==> config.mk <==
export PLATFORM = sky130hd
export DESIGN_NAME = pulse_width_bit_decoder_core
export DESIGN_NICKNAME = d
export VERILOG_FILES = /design/src/rtl/pwbd_pkg.sv /design/src/rtl/pwbd_cfg_regs.sv /design/src/rtl/pwbd_step.sv /design/src/rtl/pulse_width_bit_decoder_core.sv
export SDC_FILE = /design/constraint.sdc
export NUM_CORES = 1
export LEC_CHECK = 0
export BUFFER_PORTS_ARGS = -buffer_cell sky130_fd_sc_hd__buf_2
export CAP_MARGIN = 20
export CELL_PAD_IN_SITES_DETAIL_PLACEMENT = 1
export CELL_PAD_IN_SITES_GLOBAL_PLACEMENT = 1
export CORE_UTILIZATION = 40
export CTS_CLUSTER_SIZE = 28
export DETAILED_ROUTE_END_ITERATION = 12
export GPL_TIMING_DRIVEN = 0
export PLACE_DENSITY = 0.7
export SLEW_MARGIN = 10
export SYNTH_ARGS = -nofsm -noshare
export SYNTH_HDL_FRONTEND = slang
export SYNTH_SLANG_ARGS = --single-unit
==> constraint.sdc <==
create_clock -name i_clk -period 8.3 [get_ports i_clk]
set_input_delay 1.66 -clock i_clk [delete_from_list [all_inputs] [get_ports i_clk]]
set_output_delay 1.66 -clock i_clk [all_outputs]
set_load 0.05 [all_outputs]
==> src/rtl/pwbd_pkg.sv <==
// ----------------------------------------------------------------------------
// pwbd_pkg
// Shared types and constants of the pulse-width bit decoder: transaction
// payloads, action and status codes, configuration register indexes.
// ----------------------------------------------------------------------------
package pwbd_pkg;

    // Clamp limits for the byte count and skip count registers
    localparam int MAX_BYTES = 16;
    localparam int MAX_SKIP  = 15;

    // Bits per data byte and position of the last bit in a byte
    localparam int BYTE_BITS = 8;
    localparam logic [2:0] LAST_BIT_POS = 3'd7;

    // Saturation value of the pulse counter
    localparam logic [7:0] PULSE_MAX = 8'hFF;

    // Configuration port widths
    localparam int CFG_IDX_W  = 3;
    localparam int CFG_DATA_W = 24;

    typedef enum logic [1:0] {
        ACT_RELEASE = 2'd0,
        ACT_EDGE    = 2'd1,
        ACT_TIMEOUT = 2'd2,
        ACT_UNUSED  = 2'd3
    } t_action;

    typedef enum logic [1:0] {
        ST_MID_READ = 2'd0,
        ST_FULL     = 2'd1,
        ST_TIMEOUT  = 2'd2,
        ST_RSVD     = 2'd3
    } t_status;

    typedef enum logic [CFG_IDX_W-1:0] {
        CFG_PERIOD_LOW   = 3'd0,
        CFG_HIGH_ZERO    = 3'd1,
        CFG_HIGH_ONE     = 3'd2,
        CFG_SKIP_BITS    = 3'd3,
        CFG_BYTE_COUNT   = 3'd4,
        CFG_READ_TIMEOUT = 3'd5
    } t_cfg_idx;

    typedef struct packed {
        logic [1:0]  action;
        logic [31:0] timestamp_us;
    } t_in_item;

    typedef struct packed {
        logic [7:0] data_byte;
        logic [3:0] byte_index;
        logic [1:0] status;
        logic       last;
    } t_out_item;

    // Current register values as seen by the datapath
    typedef struct packed {
        logic [15:0] period_low_us;
        logic [15:0] high_zero_us;
        logic [15:0] high_one_us;
        logic [3:0]  skip_bits;
        logic [4:0]  byte_count;
        logic [23:0] read_timeout_us;
    } t_cfg;

    // Magnitude of a wrapped 32-bit signed difference
    function automatic logic [31:0] mag32(input logic [31:0] d);
        mag32 = d[31] ? (32'd0 - d) : d;
    endfunction

endpackage

==> src/rtl/pwbd_cfg_regs.sv <==
// ----------------------------------------------------------------------------
// pwbd_cfg_regs
// Configuration register file. Writes to indexes beyond the list are dropped.
// ----------------------------------------------------------------------------
module pwbd_cfg_regs
    import pwbd_pkg::*;
(
    input  logic                  i_clk,
    input  logic                  i_rst_n,
    input  logic                  i_cfg_valid,
    input  logic [CFG_IDX_W-1:0]  i_cfg_index,
    input  logic [CFG_DATA_W-1:0] i_cfg_data,
    output t_cfg                  o_cfg
);

    t_cfg r_cfg;

    // Register writes, reset to the power-on defaults
    always_ff @(posedge i_clk) begin
        if (!i_rst_n) begin
            r_cfg.period_low_us   <= 16'd50;
            r_cfg.high_zero_us    <= 16'd26;
            r_cfg.high_one_us     <= 16'd70;
            r_cfg.skip_bits       <= 4'd1;
            r_cfg.byte_count      <= 5'd5;
            r_cfg.read_timeout_us <= 24'd10000;
        end else if (i_cfg_valid) begin
            unique case (i_cfg_index)
                CFG_PERIOD_LOW:   r_cfg.period_low_us   <= i_cfg_data[15:0];
                CFG_HIGH_ZERO:    r_cfg.high_zero_us    <= i_cfg_data[15:0];
                CFG_HIGH_ONE:     r_cfg.high_one_us     <= i_cfg_data[15:0];
                CFG_SKIP_BITS:    r_cfg.skip_bits       <= i_cfg_data[3:0];
                CFG_BYTE_COUNT:   r_cfg.byte_count      <= i_cfg_data[4:0];
                CFG_READ_TIMEOUT: r_cfg.read_timeout_us <= i_cfg_data[23:0];
                default: ;
            endcase
        end
    end

    assign o_cfg = r_cfg;

endmodule

==> src/rtl/pwbd_step.sv <==
// ----------------------------------------------------------------------------
// pwbd_step
// Read state and per-event decode: measures the pulse, picks the nearer high
// time, packs bits MSB first and builds the byte or timeout result.
// ----------------------------------------------------------------------------
module pwbd_step
    import pwbd_pkg::*;
(
    input  logic      i_clk,
    input  logic      i_rst_n,
    input  logic      i_fire,
    input  t_in_item  i_item,
    input  t_cfg      i_cfg,
    output logic      o_has_result,
    output t_out_item o_result
);

    typedef enum logic [1:0] {
        PH_IDLE,
        PH_READING,
        PH_DONE
    } t_phase;

    t_phase      r_phase,  n_phase;
    logic [31:0] r_start,  n_start;
    logic [31:0] r_last,   n_last;
    logic [7:0]  r_pulses, n_pulses;
    logic [7:0]  r_partial, n_partial;
    logic [4:0]  r_byte_no, n_byte_no;

    logic [3:0]  eff_skip;
    logic [4:0]  eff_count;
    logic [31:0] interval, high_time, dist_zero, dist_one, elapsed;
    logic        bit_val;
    logic [7:0]  data_pos;
    logic [2:0]  nbits;
    logic [7:0]  shifted;
    logic [5:0]  next_byte;

    // Clamped register values
    always_comb begin
        eff_skip = (int'(i_cfg.skip_bits) > MAX_SKIP) ? 4'(MAX_SKIP) : i_cfg.skip_bits;
        if (i_cfg.byte_count == 5'd0)
            eff_count = 5'd1;
        else if (int'(i_cfg.byte_count) > MAX_BYTES)
            eff_count = 5'(MAX_BYTES);
        else
            eff_count = i_cfg.byte_count;
    end

    // Pulse measurement and bit decision; ties give zero
    assign interval  = i_item.timestamp_us - r_last;
    assign high_time = interval - {16'd0, i_cfg.period_low_us};
    assign dist_zero = mag32(high_time - {16'd0, i_cfg.high_zero_us});
    assign dist_one  = mag32(high_time - {16'd0, i_cfg.high_one_us});
    assign bit_val   = dist_one < dist_zero;

    assign data_pos  = r_pulses - {4'd0, eff_skip};
    assign elapsed   = i_item.timestamp_us - r_start;
    assign next_byte = {1'b0, r_byte_no} + 6'd1;

    // Partial byte left-aligned for a timeout, missing low bits zero
    always_comb begin
        nbits   = (r_pulses >= {4'd0, eff_skip}) ? data_pos[2:0] : 3'd0;
        shifted = (nbits == 3'd0) ? 8'd0
                                  : 8'(r_partial << (4'(BYTE_BITS) - {1'b0, nbits}));
    end

    // Next state and result
    always_comb begin
        n_phase      = r_phase;
        n_start      = r_start;
        n_last       = r_last;
        n_pulses     = r_pulses;
        n_partial    = r_partial;
        n_byte_no    = r_byte_no;
        o_has_result = 1'b0;
        o_result     = '0;
        if (i_item.action == ACT_RELEASE) begin
            n_phase   = PH_READING;
            n_start   = i_item.timestamp_us;
            n_last    = i_item.timestamp_us;
            n_pulses  = 8'd0;
            n_partial = 8'd0;
            n_byte_no = 5'd0;
        end else if (r_phase == PH_READING && i_item.action == ACT_EDGE) begin
            n_last = i_item.timestamp_us;
            if (r_pulses != PULSE_MAX)
                n_pulses = r_pulses + 8'd1;
            if (r_pulses >= {4'd0, eff_skip}) begin
                n_partial = {r_partial[6:0], bit_val};
                if (data_pos[2:0] == LAST_BIT_POS) begin
                    o_has_result        = 1'b1;
                    o_result.data_byte  = {r_partial[6:0], bit_val};
                    o_result.byte_index = r_byte_no[3:0];
                    n_partial           = 8'd0;
                    n_byte_no           = next_byte[4:0];
                    if (next_byte >= {1'b0, eff_count}) begin
                        n_phase         = PH_DONE;
                        o_result.status = ST_FULL;
                        o_result.last   = 1'b1;
                    end else begin
                        o_result.status = ST_MID_READ;
                        o_result.last   = 1'b0;
                    end
                end
            end
        end else if (r_phase == PH_READING && i_item.action == ACT_TIMEOUT) begin
            if (elapsed >= {8'd0, i_cfg.read_timeout_us}) begin
                n_phase             = PH_DONE;
                o_has_result        = 1'b1;
                o_result.data_byte  = shifted;
                o_result.byte_index = r_byte_no[3:0];
                o_result.status     = ST_TIMEOUT;
                o_result.last       = 1'b1;
            end
        end
    end

    // State registers, updated once per processed transaction
    always_ff @(posedge i_clk) begin
        if (!i_rst_n) begin
            r_phase   <= PH_IDLE;
            r_start   <= '0;
            r_last    <= '0;
            r_pulses  <= '0;
            r_partial <= '0;
            r_byte_no <= '0;
        end else if (i_fire) begin
            r_phase   <= n_phase;
            r_start   <= n_start;
            r_last    <= n_last;
            r_pulses  <= n_pulses;
            r_partial <= n_partial;
            r_byte_no <= n_byte_no;
        end
    end

endmodule

==> src/rtl/pulse_width_bit_decoder_core.sv <==
// Datapath: an accepted input transaction is held in the input register, and
// its result is then stored in the result register.
// Throughput: one input transaction per cycle; an event is held only while
// it produces a result and the result register is still occupied.
// Reset: synchronous active-low; registers return to defaults, read is idle.
// ----------------------------------------------------------------------------
// pulse_width_bit_decoder_core
// Single-wire pulse-width bit decoder: timestamped events in, bytes out.
// ----------------------------------------------------------------------------
module pulse_width_bit_decoder_core
    import pwbd_pkg::*;
(
    input  logic                  i_clk,
    input  logic                  i_rst_n,
    input  logic                  i_in_valid,
    output logic                  o_in_ready,
    input  t_in_item              i_in_data,
    output logic                  o_out_valid,
    input  logic                  i_out_ready,
    output t_out_item             o_out_data,
    input  logic                  i_cfg_valid,
    output logic                  o_cfg_ready,
    input  logic [CFG_IDX_W-1:0]  i_cfg_index,
    input  logic [CFG_DATA_W-1:0] i_cfg_data
);

    t_cfg      w_cfg;
    logic      r_in_valid;
    t_in_item  r_in_item;
    logic      r_out_valid;
    t_out_item r_out_item;
    logic      w_has_result;
    t_out_item w_result;
    logic      w_fire;

    pwbd_cfg_regs u_cfg (
        .i_clk       (i_clk),
        .i_rst_n     (i_rst_n),
        .i_cfg_valid (i_cfg_valid),
        .i_cfg_index (i_cfg_index),
        .i_cfg_data  (i_cfg_data),
        .o_cfg       (w_cfg)
    );

    pwbd_step u_step (
        .i_clk        (i_clk),
        .i_rst_n      (i_rst_n),
        .i_fire       (w_fire),
        .i_item       (r_in_item),
        .i_cfg        (w_cfg),
        .o_has_result (w_has_result),
        .o_result     (w_result)
    );

    // Process the held event unless its result would overwrite a pending one
    assign w_fire     = r_in_valid && (!w_has_result || !r_out_valid || i_out_ready);
    assign o_in_ready = !r_in_valid || w_fire;
    assign o_cfg_ready = 1'b1;

    // Input register
    always_ff @(posedge i_clk) begin
        if (!i_rst_n) begin
            r_in_valid <= 1'b0;
        end else if (o_in_ready) begin
            r_in_valid <= i_in_valid;
        end
    end

    always_ff @(posedge i_clk) begin
        if (o_in_ready && i_in_valid) begin
            r_in_item <= i_in_data;
        end
    end

    // Result register
    always_ff @(posedge i_clk) begin
        if (!i_rst_n) begin
            r_out_valid <= 1'b0;
        end else if (w_fire && w_has_result) begin
            r_out_valid <= 1'b1;
        end else if (i_out_ready) begin
            r_out_valid <= 1'b0;
        end
    end

    always_ff @(posedge i_clk) begin
        if (w_fire && w_has_result) begin
            r_out_item <= w_result;
        end
    end

    assign o_out_valid = r_out_valid;
    assign o_out_data  = r_out_item;

endmodule

==> results.toml <==
[sta]
fin_skew_ns = 0.009003
finalHoldViolations = 0
layout_min_cycle_time_ns = 7.981
timing.fmax_mhz = 125.3
rsz0062_at_grt = "true"
timing.slew.headroom_pct = 35.81
final_max_slew_viol_count = 0
finalHoldWorstSlack_ns = 0.4638
post-route-period-util_pct = 96.16
finalWorstSetupSlack_ns = 0.3188
setup_violations = 0
tightest_slew_ns = 0.9479

[power_and_ir_drop]
maximum_resistive_drop_on_vdd_v = 0.0001707
share_clk_of_total_power_pct = 23.9
power_switching_w = 0.002095
static-leakage-power_nw = 7.944
p_comb_share_pct = 53.0
power.share.switching_pct = 41.61
power.share.sequential_pct = 23.0
pwr_density_cell_nw_per_um2 = 240.6
internal-power_w = 0.002940

[global_route]
antenna_violations_before_repair = 0
grt.overflow.total = 0
grt_pass1_wl_mm = 90.74
via_count_of_the_first_global_routing_pass = 17220
grt_start_max_net_pins = 24
globalRouteTotalUtil_pct = 24.07

[floorplan]
number_of_cell_rows = 78
core_um2 = 45380
initial_core_util_pct = 40.52
die_width_um = 216.4
die_height_um = 216.4
ioPinCount = 84
die_area_um2 = 46830

[worst_hold_path]
holdCritPathClass = "reg -> reg"
hold_start = "u_cfg.o_cfg[43]"
worst_hold_path.endpoint = "u_cfg.o_cfg[43]"
min_delay_path_depth = 2

[logic_synthesis]
netlist_top_cells_area = "dfxtp_1 19%, ha_1 12%, edfxtp_1 8.0%"
synth-edff-count = 49
netlist-cell-type-count = 94
synthesis.instances = 2315
synth-seq-cells = 219
synth_fp_nets = 2584
synth-seq-area-share_pct = 26.51
ys.warnings.count = 0
synth.cell_area_um2 = 18390
ys_async_sr_fraction_pct = 0
ys.flop_type = "dfxtp_1"
synth_largest_area_cell = "dfxtp_1"
post_synth.cell_area_avg_um2 = 7.943
post-synth-top-area-fraction_pct = 18.51

[cts]
clk_latency_ns = 0.55
cts_tree = "done"
h-tree-depth = 1
cts_buffers = 26
clkSinkCount = 219
maximum_count_of_clock_buffers_along_a_single_path = 3
path_clk_slew_ns = 0.06
clock_tree.root_cell = "clkbuf_16"

[routing]
wirelength_mm = 57.14
detailroute.via_count = 16690
ant_nets = 0
detail_route.wl_per_cell_um = 18.65
drt_iter0_markers = 642
remaining_drc_errors = 0
drt_pre_antenna_iters = 4
viasPerCell = 5.447

[setup_path]
cell_with_the_biggest_individual_delay_on_the_critical_path = "fa_2"
required_ns = 8.59
worstPathMaxFanout = 6
setup.worst_path.start_class = "register"
endpoint_kind = "register"
worstSetupPathType = "reg -> reg"
crit_arrival_ns = 8.27
setup.reg_to_reg.worst_slack_ns = 0.32
r2r_cells = 28
crit_path_max_incr_delay_ns = 0.62
regToRegStartpoint = "r_in_item[5]"
crit-reg2reg-capture = "o_out_data[7]"

[placement]
place.gp.congestion = 0.9141
hpwlAfterDp_mm = 46.92
preCtsSetupSlack_ns = -0.8648
port_buffers = 82

[run]
drv_cap = 0

[final_layout]
insertedDiodeCount = 0
final_net_count = 2713
layout_commonest_cell = "nand2_1"
commonest_cells_after_routing_fill_and_taps_aside = "384 x nand2_1, 200 x inv_1, 177 x ha_1"
post_route_cells_drive_above_1_share_pct = 9.294
areaGrowthSynthToFinish_pct = 13.79

[status]
status = "complete, no violations"
critical path, delay by kind of cell, from the launching register on:
kind | cells | cell delay, ns
xor gates and xnor gates | 2 | 0.35
and+or+nand+nor | 9 | 2.80
AOI/OAI and AO/OA | 11 | 2.24
adders and majority gates | 4 | 1.49
DFF | 1 | 0.51
buffers and inverters | 2 | 0.33
synth_stat cells, types with 5 or more instances:
master / instances
nand2b_1: 26
dfxtp_1: 170
ha_1: 183
nand4_1: 34
a2111oi_0: 6
a21oi_1: 124
nor2_1: 132
edfxtp_1: 49
or4_1: 7
o21a_1: 23
a211oi_1: 21
mux2i_1: 27
a211o_1: 9
a22o_1: 5
o211ai_1: 29
fa_1: 20
o21ai_0: 75
or2_2: 7
nor2b_1: 31
nand2_1: 384
nand3_1: 43
xnor2_1: 111
a21o_1: 61
a31oi_1: 17
and3_1: 13
and4_1: 5
o31ai_1: 19
nor3b_1: 5
and2_1: 17
nor3_1: 47
nor4_1: 16
inv_1: 200
xor2_1: 53
o2111ai_1: 5
a21boi_0: 137
o21bai_1: 13
o31a_1: 10
clkbuf_1: 81
or3_1: 13
cells by family (layout without fill, tap and decap cells):
| family | count (synthesis) | count (layout) | share of synthesized area, % |
|---|---|---|---|
| XOR/XNOR | 166 | 166 | 8.049 |
| AO/OA/AOI/OAI | 606 | 606 | 22.77 |
| adder cells (fa/ha/maj) | 203 | 203 | 14.63 |
| flip-flops | 219 | 219 | 26.51 |
| buffers and inverters | 288 | 437 | 5.913 |
| AND/OR/NAND/NOR | 803 | 803 | 20.40 |
| other | 1 | 1 | 0.02039 |
| multiplexers | 29 | 29 | 1.715 |
power by group through the flow:
stage                     Combinational (W)  Clock [W]  Sequential (W)
after global placement              0.00245          0         0.00118
after floorplan                     0.00190          0         0.00117
final                               0.00267    0.00121         0.00116
after CTS                           0.00260    0.00123         0.00116
after global routing                0.00297    0.00127         0.00116
after detailed placement            0.00254          0         0.00118
worst max path at each step:
stage	depth (start not counted)	endpoint	from	slack (ns)
global placement	26	o_out_data[7]	r_in_item[2]	-0.73
global route	28	o_out_data[7]	r_in_item[6]	-0.08
finish	28	o_out_data[7]	r_in_item[5]	0.32
detailed placement	26	o_out_data[7]	r_in_item[2]	-0.86
CTS	24	o_in_ready	r_in_item[0]	0.003
floorplan	26	o_out_data[7]	r_in_item[0]	0.81
layer usage:
metal	vias to the layer above	track usage (%)	share of wire, %
met5	-	0	0
met4	0	6.596	2.4
met3	69	1.768	2.1
met2	191	42.68	48
met1	8084	31.27	47
li1	8345	-	-
metrics by stage:
step	power, W	util (%)	cells	setup TNS [ns]	area, µm²
final	0.005035	46.11	3064	0	20920
after global routing	0.005405	46.11	3064	-0.1222	20920
after CTS	0.004992	45.43	3051	0	20620
after detailed placement	0.003723	43.18	2998	-1.577	19600
after global placement	0.003629	43.08	2997	-22.31	19550
after floorplan	0.003061	-	2315	0	18390
sequential cells by signal, indices dropped and copies added, names as in the netlist:
name / count
o_out_data: 15
r_in_valid: 1
u_step.r_phase: 2
u_cfg.o_cfg: 81
u_step.r_byte_no: 5
u_step.r_last: 32
r_in_item: 34
u_step.r_pulses: 8
u_step.r_partial: 8
u_step.r_start: 32
o_out_valid: 1
final cells by class:
cell class	instances	area, µm²
Buffer	86	334.1
Inverter	201	754.5
Timing Repair Buffer	102	573.1
Tap cell	600	750.7
Clock buffer	31	742.0
Sequential cell	219	4875
Fill cell	5575	24460
Multi-Input combinational cell	1808	12730
Clock inverter	17	163.9
repair_timing:
item | CTS | global route
setup buffers | 5 | 11
resized for setup | 20 | 43
setup endpoints to repair | 3 | 3
hold buffers | 0 | 0
pin swaps | 2 | 13
(Power assumes the default switching activity.)
